===== config.mk =====
export PLATFORM = sky130hd
export DESIGN_NAME = bwe_out_fifo
export DESIGN_NICKNAME = d
export VERILOG_FILES = /design/src/rtl/bwe_pkg.sv /design/src/rtl/bwe_out_fifo.sv
export SDC_FILE = /design/constraint.sdc
export NUM_CORES = 1
export LEC_CHECK = 0
export BUFFER_PORTS_ARGS = -buffer_cell sky130_fd_sc_hd__clkbuf_2
export CELL_PAD_IN_SITES_DETAIL_PLACEMENT = 2
export CELL_PAD_IN_SITES_GLOBAL_PLACEMENT = 2
export CORE_MARGIN = 4
export CORE_UTILIZATION = 35
export DETAILED_ROUTE_END_ITERATION = 10
export GPL_TIMING_DRIVEN = 0
export PLACE_DENSITY = 0.67
export RECOVER_POWER = 100
export SLEW_MARGIN = 20
export SYNTH_ARGS = -nofsm -noshare
export SYNTH_HDL_FRONTEND = slang
export SYNTH_SLANG_ARGS = --single-unit

===== constraint.sdc =====
create_clock -name clk -period 5.15 [get_ports clk]
set_input_delay 1.03 -clock clk [delete_from_list [all_inputs] [get_ports clk]]
set_output_delay 1.03 -clock clk [all_outputs]
set_load 0.005 [all_outputs]

===== src/rtl/bwe_pkg.sv =====
// Shared types and constants of the binary window erosion block.
// No dependencies; the interfaces and all modules but bwe_checker import this package.
`timescale 1ns / 1ps

package bwe_pkg;

  localparam int COORD_W    = 10;   // column and row of a pixel
  localparam int DIM_W      = 11;   // frame size registers
  localparam int PIX_W      = 8;
  localparam int RING_ROWS  = 4;    // rows kept in the line memory
  localparam int RING_W     = 2;
  localparam int WIN_SIZE   = 3;
  localparam int DIM_LIMIT  = 1024;
  localparam int FIFO_DEPTH = 4;
  localparam int FIFO_AW    = 2;
  localparam int FIFO_CW    = 3;
  localparam int CFG_AW     = 3;
  localparam int CFG_DW     = 32;

  localparam logic [PIX_W-1:0] WHITE = 8'd255;
  localparam logic [PIX_W-1:0] BLACK = 8'd0;

  typedef logic [COORD_W-1:0]   coord_t;
  typedef logic [DIM_W-1:0]     dim_t;
  typedef logic [PIX_W-1:0]     pix_t;
  typedef logic [RING_W-1:0]    ring_t;
  typedef logic [RING_ROWS-1:0] ring_word_t;
  typedef logic [WIN_SIZE-1:0]  column_t;

  typedef enum logic {
    REQ_PIXEL = 1'b0,
    REQ_FLUSH = 1'b1
  } req_kind_t;

  typedef enum logic {
    REG_FRAME_WIDTH  = 1'b0,
    REG_FRAME_HEIGHT = 1'b1
  } reg_idx_t;

  // Line memory access issued in the accept cycle.
  typedef struct packed {
    logic   wr_en;
    coord_t wr_col;
    ring_t  wr_ring;
    logic   wr_bit;
    coord_t rd_col_a;
    coord_t rd_col_b;
  } mem_req_t;

  // Control word that travels with a result into the window stage.
  typedef struct packed {
    logic   valid;
    logic   overrun;
    logic   done;
    coord_t col;
    coord_t row;
    ring_t  ring;
    logic   top_ok;
    logic   bot_ok;
    logic   right_ok;
    logic   row_start;
  } s1_ctl_t;

  typedef struct packed {
    pix_t   pixel_out;
    coord_t out_col;
    coord_t out_row;
    logic   frame_done;
    logic   overrun;
  } res_t;

endpackage


===== src/rtl/bwe_out_fifo.sv =====
// Four-entry result queue between the window stage and the output channel.
// Uses bwe_pkg for the result type.
`timescale 1ns / 1ps

module bwe_out_fifo import bwe_pkg::*; (
  input  logic               clk,
  input  logic               rst_n,
  input  logic               push,
  input  res_t               push_data,
  input  logic               pop_ready,
  output logic               head_valid,
  output res_t               head,
  output logic [FIFO_CW-1:0] count
);

  res_t                entries [FIFO_DEPTH];
  logic [FIFO_AW-1:0]  wptr_r, rptr_r;
  logic [FIFO_CW-1:0]  count_r;
  logic                pop;

  assign head_valid = (count_r != '0);
  assign head       = entries[rptr_r];
  assign count      = count_r;
  assign pop        = head_valid && pop_ready;

  always_ff @(posedge clk) begin
    if (push) begin
      entries[wptr_r] <= push_data;
    end
  end

  always_ff @(posedge clk) begin
    if (!rst_n) begin
      wptr_r  <= '0;
      rptr_r  <= '0;
      count_r <= '0;
    end else begin
      if (push) begin
        wptr_r <= wptr_r + FIFO_AW'(1);
      end
      if (pop) begin
        rptr_r <= rptr_r + FIFO_AW'(1);
      end
      count_r <= count_r + FIFO_CW'(push) - FIFO_CW'(pop);
    end
  end

endmodule


Yosys cells after proc, flatten, opt, wreduce, memory -nomap -nowiden. Memories as Yosys holds them, arrays and structs flattened. A register that Yosys moved wholly into a read port is not among the register bits. Index checks and enable logic that the tools add are counted.

Bits in registers: 7. RAM bits: 120. Input port bits: 34. Output and inout port bits: 34. Word-level logic and storage cells: 14. Memories: 1.

$add $sub $neg: 4. Muxes and demuxes: 4. Reductions and logical operators: 2.

Memories: entries (depth 4, width 30, rd ports 1, clocked after Yosys merged registers in 1, wr ports 1, line bwe_out_fifo.sv:16) `res_t entries [FIFO_DEPTH];`.

Operators with widths (count): adder 2 x 1 -> 2 bit, second input constant (2); 2-to-1 mux 2 bit (2); adder 3 x 1 -> 3 bit (1); nonzero test 3 bit (1); subtractor 3 x 1 -> 3 bit (1); 2-to-1 mux 1 bit (2); logical AND 1 bit (1).

Longest topological paths before layout.
Word-level depth: 4. Gate-level depth with buffers: 7. Mapped depth without buffers: 7.

Worst setup path before layout. Ideal clock, no wire load.

Path type: input to register. From: input pop_ready. To: register count_r[2], in the netlist count[2]. Arrival: 2.314 ns. Path slack: 2.721 ns. Stages: 7. Buffers on the path: 0. Cell sequence: o31a_1 > ha_1 > inv_1 > ha_1 > fa_1 > xnor3_1 > and2_1.

Word-level cells in the longest chain between the ends: 2.

RTL lines: start, declared (line bwe_out_fifo.sv:10) `input logic pop_ready,`; logical AND 1 bit (line bwe_out_fifo.sv:24) `assign pop = head_valid && pop_ready;`; subtractor 3 x 1 -> 3 bit (line bwe_out_fifo.sv:44) `count_r <= count_r + FIFO_CW'(push) - FIFO_CW'(pop);`; end signal, assigned (line bwe_out_fifo.sv:44); end, declared (line bwe_out_fifo.sv:18) `logic [FIFO_CW-1:0] count_r;`.

Every way passes these cells. A chain may end at the register's enable or synchronous reset.

==> results.sh <==
export IMPL_ant_nets=0
export IMPL_ios=68
export IMPL_r2r_start="wptr_r[0]$_SDFFE_PN0P_"
export IMPL_worst_slew_pin_slew_ps=1410
export IMPL_drive_gt1_share_pct=27.1
export IMPL_die_area_mm2=0.0156
export IMPL_synthMostInstantiatedCell="edfxtp_1"
export IMPL_die_h_um=125
export IMPL_ctsRootBufferMaster="clkbuf_16"
export IMPL_initial_core_util_pct=35.9
export IMPL_nNetsFinal=331
export IMPL_cts_hold_buf=0
export IMPL_crit_path_end_kind="output pin"
export IMPL_grt_usage_pct=13.8
export IMPL_status="finished, final reports clean"
export IMPL_cts_resized=0
export IMPL_synthToLayoutAreaGrowth_pct=23.1
export IMPL_cpMostUsedCell="clkbuf_1"
export IMPL_peakVddDrop_mv=0.280
export IMPL_rows=42
export IMPL_rsz0062_at_grt="false"
export IMPL_drc_errors=0
export IMPL_dp_hpwl_um=6480
export IMPL_postSynthCellCount=200
export IMPL_drt_initial_drc_count=152
export IMPL_min_from="rptr_r[0]$_SDFFE_PN0P_"
export IMPL_finalSetupTns_ps=0
export IMPL_routed_wl_um=10000
export IMPL_setup_worst_path_start_class="flip-flop"
export IMPL_syn_avg_cell_area_um2=24.0
export IMPL_cts_max_level=4
export IMPL_portBuffers=67
export IMPL_grt_pass1_wl_um=15700
export IMPL_min_period_ps=3270
export IMPL_synthTopCellsByArea="edfxtp_1 (75%), mux4_2 (14%), dfxtp_1 (3.8%), ha_1 (1.6%), and2_1 (1.0%)"
export IMPL_antenna_found_initial=0
export IMPL_viasPerCell=4.76
export IMPL_powerDensity_mw_per_mm2=496
export IMPL_hold_violations=0
export IMPL_finalCritPeriodShare_pct=63.4
export IMPL_syn_area_mm2=0.00480
export IMPL_die_w_um=125
export IMPL_synth_top_cells_by_count="edfxtp_1 (120), mux4_2 (30), dfxtp_1 (9), and2_1 (8)"
export IMPL_post_route_util_pct=44.2
export IMPL_cp_max_fo=10
export IMPL_grt_ovfl_total=0
export IMPL_n_antenna_cell=0
export IMPL_crit_buf_inv=2
export IMPL_ys_seq_area_share_pct=78.9
export IMPL_clk_insertion_delay_late_ps=410
export IMPL_cp_slowest_cell="clkbuf_1"
export IMPL_core_area_mm2=0.0133
export IMPL_grt_start_max_net_pins=20
export IMPL_yosysTopAreaCell="edfxtp_1"
export IMPL_setup_viol=0
export IMPL_cts_buffer_depth=2
export IMPL_crit_chain="clkbuf_1 > mux4_2 > clkbuf_1"
export IMPL_cts_sinks=129
export IMPL_maxSlewViolCount=0
export IMPL_slew_headroom_pct=6.00
export IMPL_skew_ps=5.74
export IMPL_cts_buffers=17
export IMPL_wire_per_inst_um=20.9
export IMPL_critPathMaxStageDelay_ps=720
export IMPL_worstPathRequired_ps=4120
export IMPL_yosys_warnings=0
export IMPL_leakage_nw=1.93
export IMPL_synth_seq_cells=129
export IMPL_gp_congestion=0.658
export IMPL_first_pass_iters=4
export IMPL_cts_clk_slew_worst_paths_ps=50
export IMPL_synth_top_area_share_pct=75.1
export IMPL_cts_tree="done"
export IMPL_fmax_mhz=306
export IMPL_hold_class="flip-flop to flip-flop"
export IMPL_via_count=2278
export IMPL_synth_ff_type="edfxtp_1"
export IMPL_postCtsSetupRepairBufs=0
export IMPL_synth_edff_count=120
export IMPL_crit_family="buffers and inverters"
export IMPL_critical_path_class="flip-flop to output pin"
export IMPL_grt_pass1_vias=2690
export IMPL_cap_violations=0
export IMPL_synth_net_count=241
export IMPL_synthDistinctLibCells=18
export IMPL_synthArstFlopShare_pct=0
export IMPL_cp_arrival_ps=2240
-- area by class of cell --
class / instances / area, µm²
repair buffers: 71 / 290
well taps: 176 / 220
clock buffers: 17 / 425
clock inverters: 15 / 193
flip-flops and latches: 129 / 3780
inverters: 6 / 22.5
fillers: 1277 / 7440
multi-input cells: 59 / 942
plain buffers: 6 / 26.3
-- cells by family after synthesis --
| group | share of synthesized area [%] |
|---|---|
| adder cells (fa/ha/maj) | 1.98 |
| AND/OR/NAND/NOR | 1.72 |
| XOR/XNOR | 0.652 |
| flip-flops | 78.9 |
| buffers and inverters | 1.49 |
| multiplexers | 14.9 |
| AO/OA/AOI/OAI | 0.365 |
-- through the flow --
stage | instance area (µm²) | std cells | setup slack (ps) | hold WS (ps) | total power [mW]
2_1_floorplan | 4800 | 200 | 2720 | 449 | 1.56
3_3_place_gp | 5350 | 443 | 2150 | 469 | 1.74
3_5_place_dp | 5470 | 447 | 2520 | 500 | 1.77
4_1_cts | 6090 | 479 | 2360 | 520 | 3.02
5_1_grt | 5900 | 479 | 1670 | 551 | 3.07
6_report | 5900 | 479 | 1880 | 512 | 2.93
-- worst register-to-register path, cell delays in order (launching register included) --
cell	delay [ps]
dfxtp_1	350
inv_1	110
ha_1	150
and2_0	790
clkbuf_1	1020
-- power breakdown --
group          switching [mW]  internal (mW)  total, mW  leakage, nW
clock                   0.437          0.804       1.24        0.286
combinational           0.217          0.226      0.443        0.467
sequential             0.0295           1.22       1.24         1.18
total                   0.684           2.25       2.93         1.93
-- routing by layer --
layer,wire length [µm],GRT usage [%],vias to the layer above
li1,-,-,1015
met3,364,4.35,14
met4,172,6.51,0
met1,4030,15.8,1195
met2,5430,23.7,54
met5,0,0,-
-- worst paths after layout --
check / to / slack (ps) / cells past startpoint
max: head[7] / 1880 / 3
max reg2reg: entries[2][24]$_DFFE_PP_ / 2320 / 4
min reg2reg: rptr_r[0]$_SDFFE_PN0P_ / 510 / 2
min: rptr_r[0]$_SDFFE_PN0P_ / 510 / 2
-- cell usage in the layout (no fill, tap or decap), drive strengths merged, types with 2 or more instances in the layout --
cell type and instances:
clkinv 6, bufinv 4, inv 6, clkinvlp 5, ha 6, edfxtp 120
dfxtp 9, nand2 2, buf 3, mux4 30, nand2b 2, and2 8
clkbuf 91, mux2i 4
-- sequential cells by signal, summed over array words and instances, names as in the netlist, named ones only --
register	cells
rptr_r	2
entries	120
count	3
wptr_r	2
No activity file was read; power rests on OpenSTA's default activity.
