[src/rtl/bwe_pkg.sv]
// Shared types and constants of the binary window erosion block.
// No dependencies; the interfaces and all modules but bwe_checker import this package.
`timescale 1ns / 1ps

package bwe_pkg;

  localparam int COORD_W    = 10;   // column and row of a pixel
  localparam int DIM_W      = 11;   // frame size registers
  localparam int PIX_W      = 8;
  localparam int RING_ROWS  = 4;    // rows kept in the line memory
  localparam int RING_W     = 2;
  localparam int WIN_SIZE   = 3;
  localparam int DIM_LIMIT  = 1024;
  localparam int FIFO_DEPTH = 4;
  localparam int FIFO_AW    = 2;
  localparam int FIFO_CW    = 3;
  localparam int CFG_AW     = 3;
  localparam int CFG_DW     = 32;

  localparam logic [PIX_W-1:0] WHITE = 8'd255;
  localparam logic [PIX_W-1:0] BLACK = 8'd0;

  typedef logic [COORD_W-1:0]   coord_t;
  typedef logic [DIM_W-1:0]     dim_t;
  typedef logic [PIX_W-1:0]     pix_t;
  typedef logic [RING_W-1:0]    ring_t;
  typedef logic [RING_ROWS-1:0] ring_word_t;
  typedef logic [WIN_SIZE-1:0]  column_t;

  typedef enum logic {
    REQ_PIXEL = 1'b0,
    REQ_FLUSH = 1'b1
  } req_kind_t;

  typedef enum logic {
    REG_FRAME_WIDTH  = 1'b0,
    REG_FRAME_HEIGHT = 1'b1
  } reg_idx_t;

  // Line memory access issued in the accept cycle.
  typedef struct packed {
    logic   wr_en;
    coord_t wr_col;
    ring_t  wr_ring;
    logic   wr_bit;
    coord_t rd_col_a;
    coord_t rd_col_b;
  } mem_req_t;

  // Control word that travels with a result into the window stage.
  typedef struct packed {
    logic   valid;
    logic   overrun;
    logic   done;
    coord_t col;
    coord_t row;
    ring_t  ring;
    logic   top_ok;
    logic   bot_ok;
    logic   right_ok;
    logic   row_start;
  } s1_ctl_t;

  typedef struct packed {
    pix_t   pixel_out;
    coord_t out_col;
    coord_t out_row;
    logic   frame_done;
    logic   overrun;
  } res_t;

endpackage

[src/rtl/bwe_window.sv]
// Window stage of the erosion block: holds the left and center columns and
// forms the result from them and the column just read; uses bwe_pkg.
`timescale 1ns / 1ps

module bwe_window import bwe_pkg::*; (
  input  logic       clk,
  input  logic       rst_n,
  input  s1_ctl_t    s1,
  input  ring_word_t col_a,
  input  ring_word_t col_b,
  output logic       push,
  output res_t       res
);

  column_t left_r, center_r;
  column_t lft, ctr, rgt;
  logic    black;

  // The emitted row and the rows above and below it, masked at the frame edges.
  function automatic column_t pick_column(ring_word_t word, ring_t ring,
                                          logic top_ok, logic bot_ok);
    column_t c;
    c[0] = word[ring - RING_W'(1)] & top_ok;
    c[1] = word[ring];
    c[2] = word[ring + RING_W'(1)] & bot_ok;
    return c;
  endfunction

  always_comb begin
    rgt   = pick_column(col_a, s1.ring, s1.top_ok, s1.bot_ok) & {WIN_SIZE{s1.right_ok}};
    ctr   = s1.row_start ? pick_column(col_b, s1.ring, s1.top_ok, s1.bot_ok) : center_r;
    lft   = s1.row_start ? '0 : left_r;
    black = |{lft, ctr, rgt};

    push = s1.valid;
    if (s1.overrun) begin
      res = '{pixel_out: BLACK, out_col: '0, out_row: '0, frame_done: 1'b0, overrun: 1'b1};
    end else begin
      res.pixel_out  = black ? BLACK : WHITE;
      res.out_col    = s1.col;
      res.out_row    = s1.row;
      res.frame_done = s1.done;
      res.overrun    = 1'b0;
    end
  end

  always_ff @(posedge clk) begin
    if (!rst_n) begin
      left_r   <= '0;
      center_r <= '0;
    end else if (s1.valid && !s1.overrun) begin
      left_r   <= ctr;
      center_r <= rgt;
    end
  end

endmodule

[config.mk]
export PLATFORM = sky130hd
export DESIGN_NAME = bwe_window
export DESIGN_NICKNAME = d
export VERILOG_FILES = /design/src/rtl/bwe_pkg.sv /design/src/rtl/bwe_window.sv
export SDC_FILE = /design/constraint.sdc
export NUM_CORES = 1
export LEC_CHECK = 0
export BUFFER_PORTS_ARGS = -buffer_cell sky130_fd_sc_hd__clkbuf_2
export CAP_MARGIN = 20
export CORE_ASPECT_RATIO = 1.2
export CORE_MARGIN = 2
export CORE_UTILIZATION = 25
export DETAILED_ROUTE_END_ITERATION = 8
export PLACE_DENSITY = 0.69
export SYNTH_ARGS = -nofsm -noshare
export SYNTH_HDL_FRONTEND = slang
export SYNTH_SLANG_ARGS = --single-unit
[constraint.sdc]
create_clock -name clk -period 5.9 [get_ports clk]
set_clock_uncertainty 0.15 [all_clocks]
set_input_delay 1.77 -clock clk [delete_from_list [all_inputs] [get_ports clk]]
set_output_delay 1.77 -clock clk [all_outputs]
set_load 0.005 [all_outputs]
Word-level counts from Yosys, hierarchy flattened
Index checks and enable logic that the tools add are counted.
{"block": "totals", "reg_bits": 6, "input_bits": 39, "elab_cells": 31, "out_inout_bits": 31}
{"block": "classes", "mux": 16, "n_bitwise": 5, "n_reduce_logical": 3, "order_cmp": 3, "add_sub_neg": 2}
{"operator": "two-way mux 30 bit", "count": 1}
{"operator": "binary-select mux 1 bit (select 2 bit)", "count": 6}
{"operator": "less-than comparator 2 x 3 -> 1 bit (second input constant)", "count": 3}
{"operator": "OR reduction 9 bit", "count": 1}
{"operator": "two-way mux 8 bit", "count": 1}
{"operator": "two-way mux 1 bit", "count": 6}
{"operator": "two-way mux 3 bit", "count": 2}
{"operator": "AND 1 bit", "count": 4}
{"operator": "AND 3 bit", "count": 1}
{"operator": "adder 2 x 1 -> 2 bit (second input constant)", "count": 1}
{"operator": "subtractor 2 x 1 -> 2 bit (second input constant)", "count": 1}
{"operator": "logical AND 1 bit", "count": 1}
{"operator": "zero test 1 bit", "count": 1}

Longest topological paths before layout
{"block": "logic_depth", "ltp_word": 8, "mapped_depth": 6}

Least setup slack after synthesis
OpenSTA, ideal clock, no wires.
{"block": "synth_timing", "path_type": "in2out", "startpoint": "input port s1[5] in the netlist's numbering", "endpoint": "output port res[23] in the netlist's numbering", "path_buffers": 2, "cell_stages": 6, "setup_slack_ns": 0.845, "t_arrival_ns": 3.135, "path_cell_list": "buf_6 > mux2_4 > a311o_1 > nor4_2 > and4_1 > buf_4"}
{"item": "start, declared", "line_no": "bwe_window.sv:8", "source": "input s1_ctl_t s1,"}
{"item": "end, declared", "line_no": "bwe_window.sv:12", "source": "output res_t res"}

==> reports/results.tsv <==
stage	metric	value	unit
status	status	finished, final reports clean	
logic_synthesis	Synth top cells by count	nor2b_1, buf_4, mux2i_1, nand2_1, dfxtp_1	
timing	Worst Tran Pin Value	509	ps
clocking	post_cts resized	0	
placement	area post-placement	981	µm²
cells_and_area	share of cells above drive strength 1	50.7	%
logic_synthesis	Synth Cell Area	693	µm²
timing	period utilization	88.7	%
logic_synthesis	YS warnings	0	
global_route	antenna violations before repair	0	
job	max-capacitance violation count	0	
logic_synthesis	Synth cell types	26	
die	IO Count	70	
worst_setup_path	crit path buf inv count	2	
clocking	clock slew at reported path FFs	40	ps
global_route	GRT overflow	0	
hold_path	HP Class	reg2reg	
worst_setup_path	Startpoint Class	primary input	
logic_synthesis	Yosys top cell area share	21.7	%
clocking	clock root buffer	clkbuf_4	
placement	I/O Buffers	69	
clocking	Max Root-Sink Buffers	2	
logic_synthesis	net count after synthesis	130	
worst_setup_path	Worst path most repeated cell	clkbuf_2	
logic_synthesis	Avg Cell Area, Syn	7.62	µm²
detailed_routing	Routed Wire Length	1810	µm
logic_synthesis	Synth async-reset ratio	0	%
die	total core area	2580	µm²
global_route	gr usage total	11.7	%
detailed_routing	Pre-antenna DRT Iters	4	
clocking	setup bufs post-CTS	0	
worst_setup_path	Critical R2R Launch	center_r[1]	
timing	slew margin rel.	66.0	%
power_and_ir_drop	worst vdd ir	78.8	µV
cells_and_area	design area	1000	µm²
placement	GP Congestion	0.863	
clocking	Num CTS Buffers	3	
power_and_ir_drop	Leak Pwr	0.532	nW
power_and_ir_drop	cell-internal power	0.0000958	W
hold_path	HP Start	center_r[1]	
timing	minimum clock period after layout	5230	ps
die	die height	61.7	µm
power_and_ir_drop	PD cells	137	nW/µm²
detailed_routing	drt drc	0	
clocking	H-Tree Depth	1	
detailed_routing	Vias/cell	4.59	
detailed_routing	routed via count	830	
worst_setup_path	slowest stage cell, crit path	a311o_1	
timing	RSZ-0062 raised after global routing	false	
detailed_routing	First DRT Iteration DRCs	10	
logic_synthesis	post-synthesis sequential area ratio	17.3	%
worst_setup_path	Crit Path Class	in2out	
power_and_ir_drop	Seq pwr share	31.6	%
logic_synthesis	Most used DFF post-synth	dfxtp_1	
cells_and_area	Nets	189	
clocking	Hold-fix buffers, CTS	0	
power_and_ir_drop	Switch Pwr	0.0000415	W
clocking	clk sinks	6	
worst_setup_path	start point of the critical path	s1[5]	
logic_synthesis	most frequent cell after synthesis	nor2b_1	
clocking	CTS tree	built	
power_and_ir_drop	Clk pwr share	27.0	%
timing	Final Setup Violations	0	
logic_synthesis	Yosys reg bits	6	
global_route	vias in the first global route	784	
detailed_routing	routed len/inst	10.0	µm
worst_setup_path	CP required	3980	ps
logic_synthesis	Synth area leader	nor2b_1	
detailed_routing	ANT nets after route	0	
timing	WHS	301	ps
power_and_ir_drop	Comb pwr share	41.4	%
worst_setup_path	Worst Path Max Fanout	8	
die	Die X-Extent	52.1	µm
worst_setup_path	delay-heaviest family, CP	simple AND/OR/NAND/NOR gates	
die	die area	3210	µm²
timing	final hold viol count	0	
worst_setup_path	CP Cell Sequence	clkbuf_2 > mux2_4 > a311o_1 > nor4_2 > and4_1 > clkbuf_2	
power_and_ir_drop	Sw Share	30.2	%
timing	setup TNS	0	ps
worst_setup_path	critical path's largest stage delay	360	ps
global_route	first-pass GRT wire length	2910	µm
timing	pins over their slew limit	0	
worst_setup_path	crit path DAT	3310	ps
cells_and_area	area added between synthesis and finish	44.8	%
logic_synthesis	EDFF count, synth	0	
worst_setup_path	crit end category	output port	
logic_synthesis	synth top area cells	nor2b_1, dfxtp_1, mux2i_1	
timing	fmax	191	MHz
die	# rows	20	
cells_and_area	Fillers	286	
logic_synthesis	Mapped Cells	91	
die	Starting Density	26.9	%
placement	dpl hpwl	1600	µm
clocking	clock latency on the worst-skew pair	240	ps
global_route	pin count of the biggest net entering global routing	26	
cells_and_area	ant diodes	0	
==> area by class of cell <==
class	instances	area (µm²)	share of cell area (%)
multi-input cells	69	470	46.9
repair buffers	69	345	34.4
flip-flops and latches	6	120	12.0
well taps	33	41.3	4.11
clock buffers	3	22.5	2.24
inverters	1	3.75	0.374
==> through the flow <==
step / worst slack, ps / power, W / util (%) / instances
after detailed placement: 670 / 0.000101 / 38.1 / 178
after global placement: 688 / 0.000101 / 38.1 / 178
after CTS: 667 / 0.000140 / 38.9 / 181
final: 667 / 0.000137 / 38.9 / 181
after global routing: 541 / 0.000149 / 38.9 / 181
after floorplan: 845 / 0.0000800 / - / 91
==> flip-flops by register name, indices dropped and copies added, names as in the netlist <==
register,count
left_r,3
center_r,3
==> power by group through the flow <==
stage                     clock network, W  logic (W)  registers [W]
after global placement                   0  0.0000569      0.0000441
after global routing             0.0000422  0.0000636      0.0000434
after floorplan                          0  0.0000361      0.0000438
after CTS                        0.0000396  0.0000573      0.0000433
final                            0.0000370  0.0000568      0.0000434
after detailed placement                 0  0.0000571      0.0000441
==> logic make-up after synthesis <==
family	Yosys count	synth area share, %
and+or+nand+nor	44	37.7
AOI/OAI and AO/OA	16	14.1
buffers and inverters	16	14.8
muxes	9	16.1
DFF	6	17.3
==> path summary, 6_finish.rpt <==
path                      end  slack [ps]  depth (start not counted)
setup reg to reg    left_r[1]        4750                          3
hold / removal    center_r[1]         300                          2
setup / recovery      res[23]         670                          6
hold reg to reg   center_r[1]         300                          2
==> layout by cell type, fill, tap and decap left out <==
cell type | netlist | final
a211oi_1 | 1 | 1
a21oi_1 | 5 | 5
a311o_1 | 1 | 1
a311oi_1 | 1 | 1
a31oi_1 | 2 | 2
and2b_2 | 1 | 1
and4_1 | 1 | 1
clkbuf_2 | 1 | 69
clkbuf_4 | 0 | 3
dfxtp_1 | 6 | 6
inv_1 | 1 | 1
mux2_4 | 1 | 1
mux2i_1 | 7 | 7
mux4_1 | 1 | 1
nand2_1 | 7 | 7
nand2b_1 | 4 | 4
nand3_1 | 2 | 2
nor2_1 | 2 | 2
nor2b_1 | 24 | 24
nor3_1 | 1 | 1
nor3b_1 | 1 | 1
nor4_2 | 1 | 1
o21ai_0 | 3 | 3
o22ai_1 | 3 | 3
==> layer usage <==
metal	part of all wire, %	track usage [%]
met1	40	13.0
met2	47	21.7
met3	13	3.40
met4	0.44	3.01
met5	0	0
==> tightest hold or removal path, delay by kind of cell, from the launching register on <==
family	cells	cell delay, ps
DFF	1	300
and+or+nand+nor	1	50
AOI/OAI and AO/OA	1	50
(Power assumes the default switching activity.)
