--- src/rtl/bwe_pkg.sv ---
// Shared types and constants of the binary window erosion block.
// No dependencies; the interfaces and all modules but bwe_checker import this package.
`timescale 1ns / 1ps

package bwe_pkg;

  localparam int COORD_W    = 10;   // column and row of a pixel
  localparam int DIM_W      = 11;   // frame size registers
  localparam int PIX_W      = 8;
  localparam int RING_ROWS  = 4;    // rows kept in the line memory
  localparam int RING_W     = 2;
  localparam int WIN_SIZE   = 3;
  localparam int DIM_LIMIT  = 1024;
  localparam int FIFO_DEPTH = 4;
  localparam int FIFO_AW    = 2;
  localparam int FIFO_CW    = 3;
  localparam int CFG_AW     = 3;
  localparam int CFG_DW     = 32;

  localparam logic [PIX_W-1:0] WHITE = 8'd255;
  localparam logic [PIX_W-1:0] BLACK = 8'd0;

  typedef logic [COORD_W-1:0]   coord_t;
  typedef logic [DIM_W-1:0]     dim_t;
  typedef logic [PIX_W-1:0]     pix_t;
  typedef logic [RING_W-1:0]    ring_t;
  typedef logic [RING_ROWS-1:0] ring_word_t;
  typedef logic [WIN_SIZE-1:0]  column_t;

  typedef enum logic {
    REQ_PIXEL = 1'b0,
    REQ_FLUSH = 1'b1
  } req_kind_t;

  typedef enum logic {
    REG_FRAME_WIDTH  = 1'b0,
    REG_FRAME_HEIGHT = 1'b1
  } reg_idx_t;

  // Line memory access issued in the accept cycle.
  typedef struct packed {
    logic   wr_en;
    coord_t wr_col;
    ring_t  wr_ring;
    logic   wr_bit;
    coord_t rd_col_a;
    coord_t rd_col_b;
  } mem_req_t;

  // Control word that travels with a result into the window stage.
  typedef struct packed {
    logic   valid;
    logic   overrun;
    logic   done;
    coord_t col;
    coord_t row;
    ring_t  ring;
    logic   top_ok;
    logic   bot_ok;
    logic   right_ok;
    logic   row_start;
  } s1_ctl_t;

  typedef struct packed {
    pix_t   pixel_out;
    coord_t out_col;
    coord_t out_row;
    logic   frame_done;
    logic   overrun;
  } res_t;

endpackage

--- src/rtl/bwe_ctrl.sv ---
// Position counters and emit decision of the erosion block.
// Issues the line memory accesses and the control word of the window stage; uses bwe_pkg.
`timescale 1ns / 1ps

module bwe_ctrl import bwe_pkg::*; (
  input  logic                 clk,
  input  logic                 rst_n,
  input  logic                 restart,
  input  dim_t                 width,
  input  dim_t                 height,
  input  logic                 in_valid,
  input  logic                 req_type,
  input  pix_t                 pixel_in,
  input  logic [FIFO_CW-1:0]   fifo_count,
  output logic                 in_ready,
  output mem_req_t             mem_req,
  output s1_ctl_t              s1
);

  coord_t  in_col_r, in_col_nxt;
  dim_t    in_row_r, in_row_nxt;
  coord_t  emit_col_r, emit_col_nxt;
  coord_t  emit_row_r, emit_row_nxt;
  dim_t    gap_r, gap_nxt;
  s1_ctl_t s1_r, s1_nxt;

  logic               acc, is_pix, all_in, ovr, wr, in_last, emit, e_last, done;
  dim_t               in_col_inc, emit_col_inc, emit_row_inc, gap_wr;
  logic [DIM_W:0]     thr;
  logic [FIFO_CW-1:0] occupancy;

  always_comb begin
    // Items in the window stage already own a queue slot.
    occupancy = fifo_count + FIFO_CW'(s1_r.valid);
    in_ready  = (occupancy < FIFO_CW'(FIFO_DEPTH));
    acc       = in_valid && in_ready;
    is_pix    = (req_type == REQ_PIXEL);
    all_in    = (in_row_r >= height);
    ovr       = acc && is_pix && all_in;
    wr        = acc && is_pix && !all_in;

    in_col_inc = {1'b0, in_col_r} + DIM_W'(1);
    in_last    = (in_col_inc >= width);
    in_col_nxt = in_col_r;
    in_row_nxt = in_row_r;
    if (wr) begin
      if (in_last) begin
        in_col_nxt = '0;
        in_row_nxt = in_row_r + DIM_W'(1);
      end else begin
        in_col_nxt = in_col_inc[COORD_W-1:0];
      end
    end

    // gap counts pixels received but not yet emitted; an output is due once the pixel
    // below and right of it has arrived, or once the whole frame is in.
    gap_wr = gap_r + DIM_W'(wr);
    thr    = {1'b0, width} + (DIM_W+1)'(1);
    emit   = acc && !ovr && ((in_row_nxt >= height) || ({1'b0, gap_wr} > thr));

    emit_col_inc = {1'b0, emit_col_r} + DIM_W'(1);
    emit_row_inc = {1'b0, emit_row_r} + DIM_W'(1);
    e_last       = (emit_col_inc >= width);
    done         = emit && e_last && (emit_row_inc >= height);

    emit_col_nxt = emit_col_r;
    emit_row_nxt = emit_row_r;
    if (emit) begin
      if (e_last) begin
        emit_col_nxt = '0;
        emit_row_nxt = emit_row_inc[COORD_W-1:0];
      end else begin
        emit_col_nxt = emit_col_inc[COORD_W-1:0];
      end
    end
    gap_nxt = gap_wr - DIM_W'(emit);

    mem_req.wr_en    = wr;
    mem_req.wr_col   = in_col_r;
    mem_req.wr_ring  = in_row_r[RING_W-1:0];
    mem_req.wr_bit   = (pixel_in == BLACK);
    mem_req.rd_col_a = e_last ? '0 : emit_col_inc[COORD_W-1:0];
    mem_req.rd_col_b = emit_col_r;

    s1_nxt.valid     = emit || ovr;
    s1_nxt.overrun   = ovr;
    s1_nxt.done      = done;
    s1_nxt.col       = emit_col_r;
    s1_nxt.row       = emit_row_r;
    s1_nxt.ring      = emit_row_r[RING_W-1:0];
    s1_nxt.top_ok    = (emit_row_r != '0);
    s1_nxt.bot_ok    = (emit_row_inc < height);
    s1_nxt.right_ok  = !e_last;
    s1_nxt.row_start = (emit_col_r == '0);
  end

  always_ff @(posedge clk) begin
    if (!rst_n) begin
      in_col_r   <= '0;
      in_row_r   <= '0;
      emit_col_r <= '0;
      emit_row_r <= '0;
      gap_r      <= '0;
      s1_r       <= '0;
    end else begin
      s1_r <= s1_nxt;
      if (restart || done) begin
        in_col_r   <= '0;
        in_row_r   <= '0;
        emit_col_r <= '0;
        emit_row_r <= '0;
        gap_r      <= '0;
      end else begin
        in_col_r   <= in_col_nxt;
        in_row_r   <= in_row_nxt;
        emit_col_r <= emit_col_nxt;
        emit_row_r <= emit_row_nxt;
        gap_r      <= gap_nxt;
      end
    end
  end

  assign s1 = s1_r;

endmodule

--- config.mk ---
export PLATFORM = sky130hd
export DESIGN_NAME = bwe_ctrl
export DESIGN_NICKNAME = d
export VERILOG_FILES = /design/src/rtl/bwe_pkg.sv /design/src/rtl/bwe_ctrl.sv
export SDC_FILE = /design/constraint.sdc
export NUM_CORES = 1
export LEC_CHECK = 0
export BUFFER_PORTS_ARGS = -buffer_cell sky130_fd_sc_hd__buf_2
export CAP_MARGIN = 20
export CORE_MARGIN = 2
export CORE_UTILIZATION = 30
export CTS_CLUSTER_DIAMETER = 50
export DETAILED_ROUTE_END_ITERATION = 7
export HOLD_SLACK_MARGIN = 0.02
export PLACE_DENSITY = 0.51
export SLEW_MARGIN = 20
export SYNTH_ARGS = -nofsm -noshare
export SYNTH_HDL_FRONTEND = slang
export SYNTH_SLANG_ARGS = --single-unit
--- constraint.sdc ---
create_clock -name clk -period 7.9 [get_ports clk]
set_input_delay 0.395 -clock clk [delete_from_list [all_inputs] [get_ports clk]]
set_output_delay 0.395 -clock clk [all_outputs]
set_load 0.01 [all_outputs]
; Yosys cells after proc, flatten, opt, wreduce, memory -nomap -nowiden
; Index checks and enable logic that the tools add are counted.
[classes]
addsub = 8
n_lt_le_gt_ge = 8
n_mux = 4
bitwise = 2
reduce_logical = 19
[op_table]
columns = cell, n
row1 = 11-bit greater-or-equal comparator, 5
row2 = "10-bit by 1-bit adder with 11-bit output, second input constant", 3
row3 = 11-bit 2-to-1 mux, 2
row4 = 10-bit 2-to-1 mux, 2
row5 = "11-bit by 1-bit adder with 12-bit output, second input constant", 1
row6 = 11-bit by 12-bit greater-than comparator with 1-bit output, 1
row7 = 11-bit by 1-bit adder with 11-bit output, 1
row8 = "11-bit by 1-bit adder with 11-bit output, second input constant", 1
row9 = 11-bit less-than comparator, 1
row10 = 11-bit by 1-bit subtractor with 11-bit output, 1
row11 = 10-bit logical NOT, 1
row12 = 10-bit nonzero test, 1
row13 = 1-bit logical AND, 8
row14 = 8-bit logical NOT, 1
row15 = 3-bit by 1-bit adder with 3-bit output, 1
row16 = 1-bit logical NOT, 3
row17 = 1-bit logical OR, 3
row18 = "3-bit less-than comparator, second input constant", 1
row19 = 1-bit NOT, 2
row20 = 2-bit AND reduction, 1
row21 = 2-bit OR reduction, 1
[totals]
reg_bits = 81
input_bits = 38
output_inout_bits = 64
word_cells = 56

; Logic depth before layout (Yosys ltp)
[logic_depth]
ltp_word = 13
depth_mapped = 28
ltp_nobuf = 25

; Worst setup path before layout
; Ideal clock, no wire load.
[synth_timing]
path_kind = input to register
start = in height[6]
end = reg gap_r[10]
arrival_ns = 5.444
required_time_ns = 7.783
path_slack_ns = 2.339
path_stages = 27
path_buffers = 3
path_cell_list = inv_1 > ha_1 > a21o_1 > a221oi_1 > o21ai_1 > a21oi_2 > buf_2 > buf_2 > ha_1 > ha_1 > nand2_1 > or3_1 > xnor2_1 > ha_1 > and2_1 > a221o_1 > o41a_1 > o211ai_2 > inv_2 > buf_2 > ha_1 > ha_1 > nand4_1 > nor3_1 > nand4_1 > xor2_1 > nor2_1
[synth_via]
elab_chain_cells = 11
[synth_rtl]
columns = element, line_no
row1 = "start, declared", bwe_ctrl.sv:10  ; input dim_t height,
row2 = 11-bit greater-or-equal comparator *, bwe_ctrl.sv:38  ; all_in = (in_row_r >= height);
row3 = 1-bit logical NOT *, bwe_ctrl.sv:40  ; wr = acc && is_pix && !all_in;
row4 = 1-bit logical AND *, bwe_ctrl.sv:40
row5 = net wr, bwe_ctrl.sv:27  ; logic acc, is_pix, all_in, ovr, wr, in_last, emit, e_last, done;
row6 = 11-bit by 1-bit adder with 11-bit output or 11-bit 2-to-1 mux (tied branches), "bwe_ctrl.sv:57, bwe_ctrl.sv:46"
row7 = 11-bit by 12-bit greater-than comparator with 1-bit output or 11-bit greater-or-equal comparator (tied branches), bwe_ctrl.sv:59  ; emit = acc && !ovr && ((in_row_nxt >= height) || ({1'b0, gap_wr} > thr));
row8 = 1-bit logical OR *, bwe_ctrl.sv:59
row9 = 1-bit logical AND *, bwe_ctrl.sv:59
row10 = net emit, bwe_ctrl.sv:27
row11 = "parallel branches: the longest is 4 deep, another holds 11-bit by 1-bit subtractor with 11-bit output", -
row12 = "end signal, assigned", bwe_ctrl.sv:118  ; gap_r <= gap_nxt;
row13 = "end, declared", bwe_ctrl.sv:24  ; dim_t gap_r, gap_nxt;
; Mark *: on every way through the listed nets, which the timed path passes.
; A chain may end at the register's enable or synchronous reset.

; Final worst setup path
[layout_timing]
start = reg in_col_r[0]
end = reg gap_r[10]
[layout_via]
elab_chain_cells = 11
[layout_rtl]
columns = element, line_no
row1 = "start, declared", bwe_ctrl.sv:20  ; coord_t in_col_r, in_col_nxt;
row2 = "start signal, assigned", bwe_ctrl.sv:114  ; in_col_r <= in_col_nxt;
row3 = 10-bit by 1-bit adder with 11-bit output *, bwe_ctrl.sv:42  ; in_col_inc = {1'b0, in_col_r} + DIM_W'(1);
row4 = 11-bit greater-or-equal comparator *, bwe_ctrl.sv:43  ; in_last = (in_col_inc >= width);
row5 = 11-bit 2-to-1 mux *, bwe_ctrl.sv:47  ; if (in_last) begin
row6 = 11-bit 2-to-1 mux *, bwe_ctrl.sv:46  ; if (wr) begin
row7 = net in_row_nxt[5], bwe_ctrl.sv:21  ; dim_t in_row_r, in_row_nxt;
row8 = 11-bit greater-or-equal comparator *, bwe_ctrl.sv:59
row9 = 1-bit logical OR *, bwe_ctrl.sv:59
row10 = 1-bit logical AND *, bwe_ctrl.sv:59
row11 = "parallel branches: the longest is 4 deep, another holds 11-bit by 1-bit subtractor with 11-bit output", -
; Marked as above.

==> metrics.cfg <==
[floorplanning]
die_x_um = 140.6
die_y_um = 140.6
die_area_sq_um = 19760
core_region_area_sq_um = 18150
num_rows = 49
ios = 102
initial_core_util = 0.3083

[yosys]
synth_top_family_by_area = simple AND/OR/NAND/NOR gates
synth_area_sq_um = 5594
synth_nets = 766
synth_area_per_cell_sq_um = 8.593
yosys.area_share.simple = 0.2480
synth-edff-count = 0
ys_seq_area_frac = 0.2827
yosysUniqueCellTypes = 60
async_flop_share = 0
yosys_register_bits = 79
synth_ff_type = dfxtp_1
synthMuxAreaShare = 0.002013
synthAdderAreaFrac = 0.1722
synth_warnings = 0
synth-xor-area-share = 0.08611
synthCells = 651
synth_compound_area_frac = 0.1420

[layout]
fin_area_sq_um = 6511
area_growth_pct = 16.39
num_antenna_cells = 0
fillers = 1905
fin_cells = 966
layout-drive-gt1-share = 0.1872
final_util = 0.3588
nets = 847

[detailed_routing]
dr.pass1.iters = 4
drc_errors = 0
via_per_inst = 4.973
drt_first_iter_violations = 271
postRouteWirelength_um = 14960
via_count = 4804
wl_per_cell_um = 15.49
drtAntennaViolNets = 0

[pwr]
ir_drop_v = 0.0001457
p_per_area_nw_per_um2 = 138.6
p_leak_nw = 3.241

[cts]
htreeDepth = 3
cts_resized = 0
post_cts_buffers = 0
clock_path_buffers = 2
numCtsBuffers = 9
cts_sinks = 79
cts_tree = done
clock_latency_ns = 0.34
root_buffer = clkbuf_16
clk_pin_slew_ns = 0.06
hold_buffers = 0

[sta]
rsz0062_at_grt = no
finalMaxSlewViolations = 0
worst_slew_pin_slew_ns = 0.7995
finalHoldViolCount = 0
setup_tns_ns = 0
max_slew_margin = 0.4532
fin_hold_ws_ns = 0.3706
fin_crit_sh = 0.8144
finalSetupViolCount = 0
min_period_ns = 6.434
max_freq_ghz = 0.1554
finClkSkew_ns = 0.003890

[setup_path]
cp_max_fo = 23
max_stage_delay_ns = 0.64
cp-start-kind = flip-flop
crit_top_cell = ha_1
worst_setup_path_end_kind = flip-flop
rr_worst_depth = 25
cp.required_ns = 8.12
critPathSlowestCell = a221o_1
worstReg2RegEnd = gap_r[10]
critPathArrivalTime_ns = 6.66
rrSetupSlack_ns = 1.47
crit_family = compound AO/OA/AOI/OAI gates
worstReg2RegStart = in_col_r[0]
worstSetupPathType = flip-flop to flip-flop
critPathBufInv = 1

[hold_path]
hp-class = primary input to flip-flop
min_from = req_type
whs_endpoint = s1[27]
min_path_cells = 2

[run]
cap_violations = 0

[grt]
grt_pass1_wl_um = 24450
grt_pass1_vias = 4639
grt_max_degree = 33
gr-total-overflow = 0
grt_antenna_before_repair = 0
grt_util_all_layers = 0.1550

[place]
dpl.cell_count = 950
dp_hpwl_um = 11660
portBuffers = 101
placed_area_sq_um = 6203
place.gp.congestion = 0.8300

[outcome]
outcome = completed

## stage by stage
stage | setup slack [ns] | total power [mW]
floorplan | 2.339 | 0.4497
global placement | 1.338 | 0.4775
detailed placement | 1.356 | 0.4774
CTS | 1.442 | 0.9196
global route | 0.7724 | 0.9411
finish | 1.466 | 0.9026
## report_power, final
part           total, mW  internal (mW)  switching, mW
logic             0.0682         0.0255         0.0427
registers          0.400          0.399       0.000390
clock network      0.435          0.256          0.179
## cells by family after synthesis
kind of cell	count (synthesis)
adder cells (fa/ha/maj)	77
buffers and inverters	78
XOR/XNOR	55
AO/OA/AOI/OAI	107
AND/OR/NAND/NOR	254
flip-flops	79
multiplexers	1
## cells in the mapped netlist, types with 17 or more instances
master / n / area, sq um
nor2b_1: 34 / 212.7
nand4_1: 20 / 125.1
nand2_1: 38 / 142.6
a21oi_1: 23 / 115.1
and3_1: 25 / 156.4
and2_1: 18 / 112.6
dfxtp_1: 79 / 1582
ha_1: 77 / 963.4
nand3_1: 31 / 155.2
nor2_1: 35 / 131.4
inv_1: 42 / 157.7
xnor2_1: 38 / 332.8
xor2_1: 17 / 148.9
## sequential cells by signal (all words and copies together), names as in the netlist
name,count
emit_col_r,10
emit_row_r,10
gap_r,11
in_col_r,10
in_row_r,11
s1,27
## cells in the final DEF, fill, tap and decap left out, drive strengths merged, types with 3 or more instances in the layout
master	synthesis	layout
or2	6	6
buf	26	104
dfxtp	79	79
nand3b	7	7
nor2	35	35
nand2	38	38
o2111a	7	7
o211ai	7	7
a211oi	6	6
ha	77	77
nor3	12	12
clkinv	1	5
nor2b	34	34
xor2	17	17
and4	5	5
clkbuf	8	10
a31oi	3	3
nand3	31	31
a21o	15	15
nand2b	9	9
xnor2	38	38
nor4	6	6
a221o	4	4
nand4	20	20
and2	19	19
and3	25	25
o21ai	19	19
a21oi	25	25
inv	43	44
## layout make-up
| type | instances | area, sq um | share of cell area |
|---|---|---|---|
| clock buffer | 10 | 239.0 | 0.03670 |
| clock inverter | 6 | 68.82 | 0.01057 |
| inverter | 44 | 165.2 | 0.02537 |
| multi-input combinational | 494 | 3642 | 0.5594 |
| sequential | 79 | 1582 | 0.2429 |
| tap | 229 | 286.5 | 0.04400 |
| timing repair buffer | 104 | 528.0 | 0.08109 |
## worst max path at each step
stage / startpoint / end / slack [ns] / depth (start not counted)
final: in_col_r[0] / gap_r[10] / 1.47 / 25
after CTS: in_col_r[0] / gap_r[10] / 1.44 / 25
after global routing: in_col_r[0] / gap_r[10] / 0.77 / 25
after floorplan: height[6] / gap_r[10] / 2.34 / 27
after global placement: height[7] / gap_r[10] / 1.34 / 26
after detailed placement: height[7] / gap_r[10] / 1.36 / 26
## per-layer routing
metal,part of all wire,routed length [um],GRT usage,vias up
li1,-,-,-,2470
met1,0.49,7271,0.2060,2210
met2,0.45,6781,0.2521,102
met3,0.039,578,0.03145,22
met4,0.022,329,0.05158,0
met5,0,0,0,-
Note: power is estimated with default switching activity, not from simulation.
